### src/rtl/bmd_pkg.sv
`default_nettype none
package bmd_pkg;

  localparam int FREQ_W  = 32;
  localparam int VAL_W   = 24;
  localparam int OPND_W  = VAL_W + 1;
  localparam int PROD_W  = 2 * OPND_W;
  localparam int DIVD_W  = PROD_W;
  localparam int QUO_W   = 26;
  localparam int DVSR_W  = OPND_W + 1;
  localparam int CNT_W   = $clog2(QUO_W + 1);
  localparam int SUM_W   = QUO_W + 2;
  localparam int IN_W    = FREQ_W + 2 * VAL_W;
  localparam int OUT_W   = 2 * FREQ_W + 2 * VAL_W;
  localparam int OUSER_W = 2;

  // 180 degrees in Q16.8
  localparam logic signed [OPND_W-1:0] HALF_TURN = 25'sd46080;

  localparam logic signed [VAL_W-1:0] SAT_MAX = 24'sh7FFFFF;
  localparam logic signed [VAL_W-1:0] SAT_MIN = 24'sh800000;
  localparam logic signed [SUM_W-1:0] SUM_MAX = SUM_W'(SAT_MAX);
  localparam logic signed [SUM_W-1:0] SUM_MIN = SUM_W'(SAT_MIN);

  typedef enum logic [2:0] {
    ST_IDLE,
    ST_CHECK,
    ST_MUL,
    ST_DLOAD,
    ST_DIV,
    ST_FIN,
    ST_COMMIT
  } state_t;

  typedef enum logic {
    OP_GAIN,
    OP_PHASE
  } op_sel_t;

  typedef struct packed {
    logic    load_in;
    logic    mul_go;
    logic    div_load;
    logic    div_step;
    logic    fin;
    logic    commit;
    logic    emit;
    op_sel_t op;
  } cmd_t;

  typedef struct packed {
    logic seen;
    logic gain_cross;
    logic phase_cross;
    logic last;
    logic div_done;
    logic out_free;
  } stat_t;

  function automatic logic signed [VAL_W-1:0] sat_val(input logic signed [SUM_W-1:0] v);
    logic signed [VAL_W-1:0] res;
    if (v > SUM_MAX) begin
      res = SAT_MAX;
    end else if (v < SUM_MIN) begin
      res = SAT_MIN;
    end else begin
      res = v[VAL_W-1:0];
    end
    return res;
  endfunction

endpackage
`default_nettype wire

### src/rtl/bode_margin_detector_core.sv
// Flow: a point with no crossing passes from its transfer through check and commit
// until the block is ready again; each crossing on a point adds multiply, divider
// load, 26 steps of the radix-2 divider plus its done state, and finish. A last
// point waits in commit while an earlier result still waits in the output register.
// Reset: synchronous, active low; clears the sweep state and the output valid.
`default_nettype none
module bode_margin_detector_core (
  input  wire logic                          clk,
  input  wire logic                          rst_n,
  input  wire logic                          in_tvalid,
  output logic                               in_tready,
  // frequency[31:0], magnitude_db[55:32], phase_deg[79:56]
  input  wire logic [bmd_pkg::IN_W-1:0]      in_tdata,
  input  wire logic                          in_tlast,
  output logic                               out_tvalid,
  input  wire logic                          out_tready,
  // phase_margin[23:0], gain_crossover_freq[55:24], gain_margin[79:56],
  // phase_crossover_freq[111:80]
  output logic      [bmd_pkg::OUT_W-1:0]     out_tdata,
  // gain_crossing_found[0], phase_crossing_found[1]
  output logic      [bmd_pkg::OUSER_W-1:0]   out_tuser
);

  bmd_pkg::cmd_t  cmd;
  bmd_pkg::stat_t stat;

  bmd_ctrl u_ctrl (
    .clk       (clk),
    .rst_n     (rst_n),
    .in_tvalid (in_tvalid),
    .in_tready (in_tready),
    .stat      (stat),
    .cmd       (cmd)
  );

  bmd_dpath u_dpath (
    .clk        (clk),
    .rst_n      (rst_n),
    .in_tdata   (in_tdata),
    .in_tlast   (in_tlast),
    .cmd        (cmd),
    .stat       (stat),
    .out_tvalid (out_tvalid),
    .out_tready (out_tready),
    .out_tdata  (out_tdata),
    .out_tuser  (out_tuser)
  );

endmodule
`default_nettype wire

### src/rtl/bmd_div.sv
`default_nettype none
module bmd_div (
  input  wire logic                        clk,
  input  wire logic                        rst_n,
  input  wire logic                        load,
  input  wire logic                        step,
  input  wire logic [bmd_pkg::DIVD_W-1:0]  dividend,
  input  wire logic [bmd_pkg::DVSR_W-1:0]  divisor,
  output logic      [bmd_pkg::QUO_W-1:0]   quo,
  output logic                             done
);

  logic [bmd_pkg::DVSR_W-1:0] rem_r, rem_nxt;
  logic [bmd_pkg::QUO_W-1:0]  num_r, num_nxt;
  logic [bmd_pkg::QUO_W-1:0]  quo_r, quo_nxt;
  logic [bmd_pkg::DVSR_W-1:0] dvsr_r, dvsr_nxt;
  logic [bmd_pkg::CNT_W-1:0]  cnt_r, cnt_nxt;
  logic [bmd_pkg::DVSR_W:0]   trial;
  logic [bmd_pkg::DVSR_W:0]   diff;

  assign trial = {rem_r, num_r[bmd_pkg::QUO_W-1]};
  assign diff  = trial - {1'b0, dvsr_r};

  always_comb begin
    rem_nxt  = rem_r;
    num_nxt  = num_r;
    quo_nxt  = quo_r;
    dvsr_nxt = dvsr_r;
    cnt_nxt  = cnt_r;
    if (load) begin
      // upper dividend bits are known to be below the divisor
      rem_nxt  = bmd_pkg::DVSR_W'(dividend[bmd_pkg::DIVD_W-1:bmd_pkg::QUO_W]);
      num_nxt  = dividend[bmd_pkg::QUO_W-1:0];
      quo_nxt  = '0;
      dvsr_nxt = divisor;
      cnt_nxt  = '0;
    end else if (step) begin
      if (trial >= {1'b0, dvsr_r}) begin
        rem_nxt = diff[bmd_pkg::DVSR_W-1:0];
        quo_nxt = {quo_r[bmd_pkg::QUO_W-2:0], 1'b1};
      end else begin
        rem_nxt = trial[bmd_pkg::DVSR_W-1:0];
        quo_nxt = {quo_r[bmd_pkg::QUO_W-2:0], 1'b0};
      end
      num_nxt = {num_r[bmd_pkg::QUO_W-2:0], 1'b0};
      cnt_nxt = cnt_r + 1'b1;
    end
  end

  always_ff @(posedge clk) begin
    if (!rst_n) begin
      cnt_r <= '0;
    end else begin
      cnt_r <= cnt_nxt;
    end
  end

  always_ff @(posedge clk) begin
    rem_r  <= rem_nxt;
    num_r  <= num_nxt;
    quo_r  <= quo_nxt;
    dvsr_r <= dvsr_nxt;
  end

  assign quo  = quo_r;
  assign done = (cnt_r == bmd_pkg::CNT_W'(bmd_pkg::QUO_W));

endmodule
`default_nettype wire

### src/rtl/bmd_dpath.sv
`default_nettype none
module bmd_dpath (
  input  wire logic                          clk,
  input  wire logic                          rst_n,
  input  wire logic [bmd_pkg::IN_W-1:0]      in_tdata,
  input  wire logic                          in_tlast,
  input  wire bmd_pkg::cmd_t                 cmd,
  output bmd_pkg::stat_t                     stat,
  output logic                               out_tvalid,
  input  wire logic                          out_tready,
  output logic      [bmd_pkg::OUT_W-1:0]     out_tdata,
  output logic      [bmd_pkg::OUSER_W-1:0]   out_tuser
);

  localparam int VW = bmd_pkg::VAL_W;
  localparam int FW = bmd_pkg::FREQ_W;
  localparam int OW = bmd_pkg::OPND_W;

  // current point
  logic        [FW-1:0] cur_freq_r, cur_freq_nxt;
  logic signed [VW-1:0] cur_mag_r, cur_mag_nxt;
  logic signed [VW-1:0] cur_ph_r, cur_ph_nxt;
  logic                 cur_last_r, cur_last_nxt;

  // sweep state
  logic signed [VW-1:0] prev_mag_r, prev_mag_nxt;
  logic signed [VW-1:0] prev_ph_r, prev_ph_nxt;
  logic                 seen_r, seen_nxt;
  logic signed [VW-1:0] held_pm_r, held_pm_nxt;
  logic        [FW-1:0] held_gfreq_r, held_gfreq_nxt;
  logic signed [VW-1:0] held_gm_r, held_gm_nxt;
  logic        [FW-1:0] held_pfreq_r, held_pfreq_nxt;
  logic                 gfound_r, gfound_nxt;
  logic                 pfound_r, pfound_nxt;

  logic signed [bmd_pkg::PROD_W-1:0] prod_r, prod_nxt;

  logic                             out_valid_r, out_valid_nxt;
  logic [bmd_pkg::OUT_W-1:0]        out_data_r, out_data_nxt;
  logic [bmd_pkg::OUSER_W-1:0]      out_user_r, out_user_nxt;

  logic signed [OW-1:0] ext_pm, ext_pp, ext_mag, ext_ph;
  logic signed [OW-1:0] pp_shift, ph_shift;
  logic signed [OW-1:0] op_a, op_b, denom;
  logic        [bmd_pkg::PROD_W-1:0] prod_abs;
  logic        [bmd_pkg::DIVD_W-1:0] dividend;
  logic        [bmd_pkg::DVSR_W-1:0] divisor;
  logic        [bmd_pkg::QUO_W-1:0]  quo;
  logic                              div_done;
  logic signed [bmd_pkg::SUM_W-1:0]  q_ext, q_sgn, sum_g, sum_p;

  assign ext_pm   = OW'(prev_mag_r);
  assign ext_pp   = OW'(prev_ph_r);
  assign ext_mag  = OW'(cur_mag_r);
  assign ext_ph   = OW'(cur_ph_r);
  assign pp_shift = ext_pp + bmd_pkg::HALF_TURN;
  assign ph_shift = ext_ph + bmd_pkg::HALF_TURN;

  always_comb begin
    unique case (cmd.op)
      bmd_pkg::OP_GAIN: begin
        op_a  = ext_pm;
        op_b  = ext_ph - ext_pp;
        denom = ext_pm - ext_mag;
      end
      bmd_pkg::OP_PHASE: begin
        op_a  = pp_shift;
        op_b  = ext_mag - ext_pm;
        denom = ext_pp - ext_ph;
      end
      default: begin
        op_a  = '0;
        op_b  = '0;
        denom = '0;
      end
    endcase
  end

  // round half away from zero: |n|/d rounded = floor((2|n| + d) / 2d)
  assign prod_abs = prod_r[bmd_pkg::PROD_W-1] ? -prod_r : prod_r;
  assign dividend = {prod_abs[bmd_pkg::DIVD_W-2:0], 1'b0} + bmd_pkg::DIVD_W'($unsigned(denom));
  assign divisor  = {$unsigned(denom), 1'b0};

  bmd_div u_div (
    .clk      (clk),
    .rst_n    (rst_n),
    .load     (cmd.div_load),
    .step     (cmd.div_step),
    .dividend (dividend),
    .divisor  (divisor),
    .quo      (quo),
    .done     (div_done)
  );

  assign q_ext = $signed(bmd_pkg::SUM_W'(quo));
  assign q_sgn = prod_r[bmd_pkg::PROD_W-1] ? -q_ext : q_ext;
  assign sum_g = bmd_pkg::SUM_W'(bmd_pkg::HALF_TURN) + bmd_pkg::SUM_W'(prev_ph_r) + q_sgn;
  assign sum_p = -(bmd_pkg::SUM_W'(prev_mag_r) + q_sgn);

  always_comb begin
    cur_freq_nxt   = cur_freq_r;
    cur_mag_nxt    = cur_mag_r;
    cur_ph_nxt     = cur_ph_r;
    cur_last_nxt   = cur_last_r;
    prev_mag_nxt   = prev_mag_r;
    prev_ph_nxt    = prev_ph_r;
    seen_nxt       = seen_r;
    held_pm_nxt    = held_pm_r;
    held_gfreq_nxt = held_gfreq_r;
    held_gm_nxt    = held_gm_r;
    held_pfreq_nxt = held_pfreq_r;
    gfound_nxt     = gfound_r;
    pfound_nxt     = pfound_r;
    prod_nxt       = prod_r;
    out_data_nxt   = out_data_r;
    out_user_nxt   = out_user_r;
    out_valid_nxt  = out_valid_r;

    if (out_tready) begin
      out_valid_nxt = 1'b0;
    end

    if (cmd.load_in) begin
      cur_freq_nxt = in_tdata[FW-1:0];
      cur_mag_nxt  = $signed(in_tdata[FW+VW-1:FW]);
      cur_ph_nxt   = $signed(in_tdata[FW+2*VW-1:FW+VW]);
      cur_last_nxt = in_tlast;
    end

    if (cmd.mul_go) begin
      prod_nxt = op_a * op_b;
    end

    if (cmd.fin) begin
      if (cmd.op == bmd_pkg::OP_GAIN) begin
        held_pm_nxt    = bmd_pkg::sat_val(sum_g);
        held_gfreq_nxt = cur_freq_r;
        gfound_nxt     = 1'b1;
      end else begin
        held_gm_nxt    = bmd_pkg::sat_val(sum_p);
        held_pfreq_nxt = cur_freq_r;
        pfound_nxt     = 1'b1;
      end
    end

    if (cmd.commit) begin
      prev_mag_nxt = cur_mag_r;
      prev_ph_nxt  = cur_ph_r;
      seen_nxt     = 1'b1;
    end

    // emit the sweep result, then start the next sweep from scratch
    if (cmd.emit) begin
      out_data_nxt   = {held_pfreq_r, held_gm_r, held_gfreq_r, held_pm_r};
      out_user_nxt   = {pfound_r, gfound_r};
      out_valid_nxt  = 1'b1;
      prev_mag_nxt   = '0;
      prev_ph_nxt    = '0;
      seen_nxt       = 1'b0;
      held_pm_nxt    = '0;
      held_gfreq_nxt = '0;
      held_gm_nxt    = '0;
      held_pfreq_nxt = '0;
      gfound_nxt     = 1'b0;
      pfound_nxt     = 1'b0;
    end
  end

  always_ff @(posedge clk) begin
    if (!rst_n) begin
      prev_mag_r   <= '0;
      prev_ph_r    <= '0;
      seen_r       <= 1'b0;
      held_pm_r    <= '0;
      held_gfreq_r <= '0;
      held_gm_r    <= '0;
      held_pfreq_r <= '0;
      gfound_r     <= 1'b0;
      pfound_r     <= 1'b0;
      out_valid_r  <= 1'b0;
    end else begin
      prev_mag_r   <= prev_mag_nxt;
      prev_ph_r    <= prev_ph_nxt;
      seen_r       <= seen_nxt;
      held_pm_r    <= held_pm_nxt;
      held_gfreq_r <= held_gfreq_nxt;
      held_gm_r    <= held_gm_nxt;
      held_pfreq_r <= held_pfreq_nxt;
      gfound_r     <= gfound_nxt;
      pfound_r     <= pfound_nxt;
      out_valid_r  <= out_valid_nxt;
    end
  end

  always_ff @(posedge clk) begin
    cur_freq_r <= cur_freq_nxt;
    cur_mag_r  <= cur_mag_nxt;
    cur_ph_r   <= cur_ph_nxt;
    cur_last_r <= cur_last_nxt;
    prod_r     <= prod_nxt;
    out_data_r <= out_data_nxt;
    out_user_r <= out_user_nxt;
  end

  always_comb begin
    stat.seen        = seen_r;
    stat.gain_cross  = (prev_mag_r > 24'sd0) && (cur_mag_r <= 24'sd0);
    stat.phase_cross = (pp_shift > 25'sd0) && (ph_shift <= 25'sd0);
    stat.last        = cur_last_r;
    stat.div_done    = div_done;
    stat.out_free    = !out_valid_r || out_tready;
  end

  assign out_tvalid = out_valid_r;
  assign out_tdata  = out_data_r;
  assign out_tuser  = out_user_r;

endmodule
`default_nettype wire

### src/rtl/bmd_ctrl.sv
`default_nettype none
module bmd_ctrl (
  input  wire logic            clk,
  input  wire logic            rst_n,
  input  wire logic            in_tvalid,
  output logic                 in_tready,
  input  wire bmd_pkg::stat_t  stat,
  output bmd_pkg::cmd_t        cmd
);

  bmd_pkg::state_t  state_r, state_nxt;
  bmd_pkg::op_sel_t op_r, op_nxt;

  always_ff @(posedge clk) begin
    if (!rst_n) begin
      state_r <= bmd_pkg::ST_IDLE;
      op_r    <= bmd_pkg::OP_GAIN;
    end else begin
      state_r <= state_nxt;
      op_r    <= op_nxt;
    end
  end

  always_comb begin
    state_nxt    = state_r;
    op_nxt       = op_r;
    in_tready    = 1'b0;
    cmd          = '0;
    cmd.op       = op_r;
    unique case (state_r)
      bmd_pkg::ST_IDLE: begin
        in_tready = 1'b1;
        if (in_tvalid) begin
          cmd.load_in = 1'b1;
          state_nxt   = bmd_pkg::ST_CHECK;
        end
      end
      bmd_pkg::ST_CHECK: begin
        priority if (stat.seen && stat.gain_cross) begin
          op_nxt    = bmd_pkg::OP_GAIN;
          state_nxt = bmd_pkg::ST_MUL;
        end else if (stat.seen && stat.phase_cross) begin
          op_nxt    = bmd_pkg::OP_PHASE;
          state_nxt = bmd_pkg::ST_MUL;
        end else begin
          state_nxt = bmd_pkg::ST_COMMIT;
        end
      end
      bmd_pkg::ST_MUL: begin
        cmd.mul_go = 1'b1;
        state_nxt  = bmd_pkg::ST_DLOAD;
      end
      bmd_pkg::ST_DLOAD: begin
        cmd.div_load = 1'b1;
        state_nxt    = bmd_pkg::ST_DIV;
      end
      bmd_pkg::ST_DIV: begin
        if (stat.div_done) begin
          state_nxt = bmd_pkg::ST_FIN;
        end else begin
          cmd.div_step = 1'b1;
        end
      end
      bmd_pkg::ST_FIN: begin
        cmd.fin = 1'b1;
        // gain crossing goes first; phase crossing on the same point follows
        if (op_r == bmd_pkg::OP_GAIN && stat.phase_cross) begin
          op_nxt    = bmd_pkg::OP_PHASE;
          state_nxt = bmd_pkg::ST_MUL;
        end else begin
          state_nxt = bmd_pkg::ST_COMMIT;
        end
      end
      bmd_pkg::ST_COMMIT: begin
        if (!stat.last) begin
          cmd.commit = 1'b1;
          state_nxt  = bmd_pkg::ST_IDLE;
        end else if (stat.out_free) begin
          cmd.commit = 1'b1;
          cmd.emit   = 1'b1;
          state_nxt  = bmd_pkg::ST_IDLE;
        end
      end
      default: begin
        state_nxt = bmd_pkg::ST_IDLE;
      end
    endcase
  end

endmodule
`default_nettype wire
### config.mk
export PLATFORM = sky130hd
export DESIGN_NAME = bode_margin_detector_core
export DESIGN_NICKNAME = d
export VERILOG_FILES = /design/src/rtl/bmd_pkg.sv /design/src/rtl/bode_margin_detector_core.sv /design/src/rtl/bmd_div.sv /design/src/rtl/bmd_dpath.sv /design/src/rtl/bmd_ctrl.sv
export SDC_FILE = /design/constraint.sdc
export NUM_CORES = 2
export LEC_CHECK = 0
export ABC_CLOCK_PERIOD_IN_PS = 11900
export BUFFER_PORTS_ARGS = -buffer_cell sky130_fd_sc_hd__buf_2
export CORE_ASPECT_RATIO = 1.1
export CORE_UTILIZATION = 60
export CTS_BUF_LIST = sky130_fd_sc_hd__clkbuf_4
export CTS_CLUSTER_SIZE = 12
export DETAILED_ROUTE_END_ITERATION = 10
export GPL_TIMING_DRIVEN = 0
export PLACE_DENSITY = 0.78
export SLEW_MARGIN = 10
export SYNTH_ARGS = -nofsm -noshare
export SYNTH_HDL_FRONTEND = slang
export SYNTH_SLANG_ARGS = --single-unit
### constraint.sdc
create_clock -name clk -period 11.9 [get_ports clk]
set_clock_uncertainty 0.15 [all_clocks]
set_input_delay 1.785 -clock clk [delete_from_list [all_inputs] [get_ports clk]]
set_output_delay 1.785 -clock clk [all_outputs]
set_load 0.02 [all_outputs]
; ---- Word level (Yosys, flattened, before mapping)
; Index checks and enable logic that the tools add are counted.
[totals]
wordCells = 122
out_inout_bits = 116
register_bits = 521
[op_classes]
mul = 1
n_eq_ne = 12
n_reduce_logical = 17
bitwise = 2
add_sub_neg = 15
mux = 41
n_lt_le_gt_ge = 9
[ops]
columns = cell, n
row1 = $pmux W25 S2, 3
row2 = $mux W24, 6
row3 = $sub A24 B24 Y25, 4
row4 = $mux W26, 3
row5 = $gt A28 B24 Y1 const B, 2
row6 = $lt A28 B24 Y1 const B, 2
row7 = $add A24 B17 Y25 const B, 2
row8 = $add A50 B25 Y50, 1
row9 = $mul A25 B25 Y50, 1
row10 = $mux W49, 1
row11 = $neg A49 Y49, 1
row12 = $add A24 B28 Y28, 1
row13 = $add A28 B28 Y28, 1
row14 = $mux W28, 1
row15 = $neg A26 Y28, 1
row16 = $neg A28 Y28, 1
row17 = $ge A27 B26 Y1, 1
row18 = $sub A26 B26 Y26, 1
row19 = $add A17 B24 Y25 const A, 1
row20 = $gt A25 B1 Y1 const B, 1
row21 = $le A25 B1 Y1 const B, 1
row22 = $gt A24 B1 Y1 const B, 1
row23 = $le A24 B1 Y1 const B, 1
row24 = $mux W3, 7
row25 = 22 further kinds, 52

; ---- Depth between registers and ports, before layout
[logic_depth]
depth_word = 7
depth_mapped = 39

; ---- Hierarchy
; From an unflattened synthesis, not the netlist that was laid out.
[unflattened]
hier_cells = 5920
area_unflattened_um2 = 55140.4
[by_module_without_submodules]
columns = mod, n_inst, area_each_um2, seq_area_each_um2, cells_each
row1 = bmd_dpath, 1, 48850.6, 10640.2, 5363
row2 = bmd_div, 1, 5974.5, 2942.8, 517
row3 = bmd_ctrl, 1, 315.3, 80.1, 40

; ---- Worst setup path before layout
; Ideal clock, no wire load.
[synth_path]
path_kind = flip-flop to flip-flop
start = register u_dpath.cur_ph_r[0]
end = register u_dpath.prod_r[43] in the netlist's numbering, data pin
arrival_ns = 9.010
path_stages_with_launch = 40
path_buffers = 2
setup_slack_ns = 2.475
path_cell_list = edfxtp_1 > inv_1 > ha_1 > inv_1 > fa_1 > a21o_1 > a21oi_1 > o21a_1 > nor3_1 > a211o_1 > a21oi_1 > xnor2_1 > nor2_1 > a21oi_1 > clkbuf_1 > nand2_1 > fa_1 > inv_1 > [... 4 more ...] > inv_1 > fa_1 > inv_1 > fa_1 > inv_1 > fa_1 > ha_1 > clkbuf_1 > a21o_1 > a21oi_1 > o21a_1 > o21ai_0 > a31o_2 > a2111oi_0 > o31ai_1 > o221ai_1 > o21ai_0 > xor2_1
[synth_between]
elab_chain_cells = 3
[synth_lines]
columns = element, line
row1 = start: declaration, bmd_dpath.sv:22  ; logic signed [VW-1:0] cur_ph_r, cur_ph_nxt;
row2 = start signal: assignment, bmd_dpath.sv:198  ; cur_ph_r <= cur_ph_nxt;
row3 = $sub A24 B24 Y25, bmd_dpath.sv:63  ; op_b = ext_ph - ext_pp;
row4 = $pmux W25 S2, bmd_dpath.sv:60  ; unique case (cmd.op)
row5 = $mul A25 B25 Y50, bmd_dpath.sv:131  ; prod_nxt = op_a * op_b;
row6 = end signal: assignment, bmd_dpath.sv:200  ; prod_r <= prod_nxt;
row7 = end: declaration, bmd_dpath.sv:36  ; logic signed [bmd_pkg::PROD_W-1:0] prod_r, prod_nxt;
; No other way between the ends.
; A chain may end at the register's enable or synchronous reset.

; ---- Worst setup path in the final report
[layout_path]
start = register u_dpath.prev_ph_r[8]
end = register u_dpath.prod_r[47] in the netlist's numbering, data pin
[layout_between]
elab_chain_cells = 3
word_cells_on_any_way = 5
[layout_lines]
columns = element, line
row1 = start: declaration, bmd_dpath.sv:27  ; logic signed [VW-1:0] prev_ph_r, prev_ph_nxt;
row2 = start signal: assignment, bmd_dpath.sv:183  ; prev_ph_r <= prev_ph_nxt;
row3 = $add A24 B17 Y25 / $sub A24 B24 Y25 (equally long branches), "bmd_dpath.sv:56, bmd_dpath.sv:63"
row4 = $pmux W25 S2, bmd_dpath.sv:60
row5 = $mul A25 B25 Y50 (*), bmd_dpath.sv:131
; Every way passes the cells marked *; elsewhere a longest branch is shown, timed or not.

==> results.cfg <==
[hold_path]
hold_path_class = reg -> reg
holdPathStages = 0

[floorplan]
row_count = 115
core_area_mm2 = 0.0894
die_h_um = 317
pin_count = 201
start_util_pct = 60.6
die_w_um = 288
fp.dieArea_mm2 = 0.0914

[clock_tree]
cts_buffers = 118
ctsLongestPathBuffers = 3
clk_pin_slew_worst_paths_ps = 70
cts_num_sinks = 521
clock_latency_ps = 1030
cts-root-buf = clkbuf_4
htreeDepth = 3
cts_tree = done
ctsHoldBuffers = 0

[yosys]
synth-seq-cells = 521
synth.top_cells.by_area = fa_1, edfxtp_1, ha_1, dfxtp_1, nand2_1
synthDistinctLibCells = 89
yosysTopAreaCellShare_pct = 24.7
yosysSeqAreaShare_pct = 25.2
synthArstFlopShare_pct = 0
synth-edff-count = 320
syn-mean-instance-area_um2 = 9.07
syn_nets = 7089
yosys.area.top_type = fa_1
yosysWarnings = 0
synth_cells = 5966
netlist_area_mm2 = 0.0541
synth_flop_cell = edfxtp_1

[layout]
stdcell_area_mm2 = 0.0586
layout.cells.non_filler = 7581
area_growth_pct = 8.23
seq_area_mm2 = 0.0136
nFillCells = 7466
nNetsFinal = 7423
multi_input_area_mm2 = 0.0365
drive_gt1_share_pct = 7.73

[worst_setup_path]
end_kind = register
worstPathRequired_ps = 12390
reg2regPathDepth = 36
startpoint = u_dpath.prev_ph_r[8]
crit_family = adder cells
crit_end = u_dpath.prod_r[47]
reg2reg_to = u_dpath.prod_r[47]
cp_max_fo = 10
r2r_start = u_dpath.prev_ph_r[8]
ff2ff_setup_slack_ps = 80
critPathKind = reg -> reg
arrival_ps = 12310
max_stage_delay_ps = 730
critPathBufInv = 9
critical_path_depth = 36
cp_common_cell = fa_1
crit_slowest_cell = clkbuf_1
crit_path_start_kind = register

[routing]
drt-total-wl_mm = 183
postRouteAntennaNets = 0
routedWlPerCell_um = 24.1
drtIter0Drc = 5103
viasPerCell = 6.05
vias = 45800
drcViolationCount = 40
firstDrtPassIters = 11

[global_routing]
grt_pass1_wl_mm = 271
grt_pass1_vias = 45000
grt_use_total_pct = 40.2
grt_max_degree = 60
grt_overflow = 0
antenna_found_initial = 14

[pwr]
ir_drop_mv = 0.361
p_int_mw = 6.43
pwr-share-comb_pct = 70.3
seqPwrFrac_pct = 18.8
p_total_mw = 14.0
leakagePower_nw = 26.8
sw_frac_of_total_pct = 54.1
power.density_mw_per_mm2 = 239
pwr-share-clk_pct = 10.9
power.switching_mw = 7.57

[timing]
worst_pin_slew_ps = 1470
hold_slack_ps = 213
rsz0062_at_grt = false
setup_viol = 0
finalMaxSlewViolations = 0
max_freq_mhz = 84.6
layout_min_cycle_time_ps = 11820
period_share_pct = 99.3
hold_violations = 0
relSlewSlack_pct = 1.11
worst_slack_ps = 83.1

[run]
cap_violations = 1

[outcome]
violations = design-rule violations, max-capacitance violations
outcome = complete, but fails checks

[placed_design]
place_inst = 7348
placed_cell_area_mm2 = 0.0568
numPortBuffers = 200
gp_congestion = 1.04
place_ws_ps = -137
hpwl_mm = 152
## metrics by stage
step | util (%) | TNS [ps]
after global routing | 65.5 | 0
after floorplan | - | 0
after CTS | 65.4 | 0
final | 65.5 | 0
after detailed placement | 63.6 | -278
after global placement | 63.3 | 0
## timing repair
item | 4_1_cts | 5_1_grt
gates resized for setup | 1 | 19
setup buffers | 0 | 3
cloned | 0 | 0
setup endpoints to repair | 5 | 10
pin swaps | 0 | 1
## layout make-up
cell class | count | share of cell area (%)
clock inverter | 42 | 0.487
sequential | 521 | 23.3
multi-input combinational | 4346 | 62.3
inverter | 841 | 5.39
clock buffer | 183 | 2.35
tap | 1170 | 2.50
antenna | 6 | 0.0256
buffer | 257 | 1.68
timing repair buffer | 215 | 2.04
## layout by cell type (no fill, tap or decap), drive strengths merged, types with 45 or more instances in the layout
| master | n |
|---|---|
| fa | 667 |
| nor3 | 68 |
| and2 | 63 |
| xor2 | 124 |
| nor4 | 48 |
| inv | 846 |
| nand2 | 937 |
| nor2 | 333 |
| o21ai | 280 |
| clkbuf | 418 |
| ha | 371 |
| nand2b | 52 |
| nand3 | 64 |
| xnor2 | 204 |
| buf | 237 |
| o21a | 45 |
| a21o | 132 |
| dfxtp | 201 |
| edfxtp | 320 |
| a21oi | 438 |
## worst register-to-register path: cells and delay by family (launching register included)
| family | cells | cell delay (ps) |
|---|---|---|
| AO/OA/AOI/OAI | 8 | 2400 |
| XOR/XNOR | 2 | 770 |
| adder cells (fa/ha/maj) | 9 | 4150 |
| buffers and inverters | 9 | 1760 |
| flip-flops | 1 | 580 |
| AND/OR/NAND/NOR | 8 | 1730 |
## how the worst min path moves through the flow
| stage | start | endpoint |
|---|---|---|
| after global placement | u_dpath.held_gm_r[14] | u_dpath.out_tdata[70] |
| after floorplan | u_dpath.held_pm_r[0] | u_dpath.out_tdata[0] |
| final | u_dpath.held_gfreq_r[26] | u_dpath.out_tdata[50] |
| after detailed placement | u_dpath.held_gm_r[18] | u_dpath.out_tdata[74] |
| after global routing | u_dpath.held_pm_r[10] | u_dpath.out_tdata[10] |
| after CTS | u_dpath.held_pm_r[10] | u_dpath.out_tdata[10] |
## sequential cells by signal, summed over array words and instances, names as in the netlist, 26 cells and up
signal / count
u_dpath.prod_r: 50
u_dpath.out_tdata: 112
u_dpath.u_div.rem_r: 26
u_dpath.held_gfreq_r: 32
u_dpath.held_pfreq_r: 32
u_dpath.u_div.num_r: 26
u_dpath.cur_freq_r: 32
u_dpath.u_div.quo: 26
## logic make-up after synthesis
family          after synthesis  share of synthesized area, %
compound gates             1202                          13.6
xor+xnor                    328                          5.31
fa+ha+maj                  1038                          33.3
buf+inv                    1099                          7.64
flops                       521                          25.2
mux                          29                         0.559
simple gates               1749                          14.4
## cells in the mapped netlist, types with 20 or more instances
library cell	count
a21o_1	132
o31ai_1	35
dfxtp_1	201
o21ai_1	25
o21ai_0	255
xor2_1	124
xnor2_1	204
nor2b_1	36
o211ai_1	24
nor3_1	64
a31oi_1	33
nand2b_1	52
ha_1	371
o21a_1	45
nand2_1	937
or3_1	26
o2bb2ai_1	21
fa_1	667
and3_1	20
nor4_1	44
nor2_1	333
a21oi_1	438
o21bai_1	24
a211oi_1	34
and2_1	63
nand3_1	63
clkbuf_1	236
nand4_1	32
inv_1	839
edfxtp_1	320
## power by group through the flow
stage | Clock, mW | Combinational, mW | Sequential (mW)
finish | 1.52 | 9.84 | 2.64
global route | 1.62 | 10.5 | 2.66
CTS | 1.55 | 9.57 | 2.62
detailed placement | 0 | 9.47 | 2.66
global placement | 0 | 9.36 | 2.68
floorplan | 0 | 6.18 | 2.58
## per-layer routing
layer | share of wire, % | vias to the layer above | wire [µm] | track usage [%]
met3 | 9.2 | 565 | 16800 | 7.22
met5 | 0.013 | - | 23 | 0
met4 | 8.8 | 4 | 16000 | 30.5
li1 | - | 20400 | - | -
met2 | 45 | 2444 | 82300 | 62.7
met1 | 37 | 22400 | 67400 | 50.0
(Power assumes the default switching activity.)
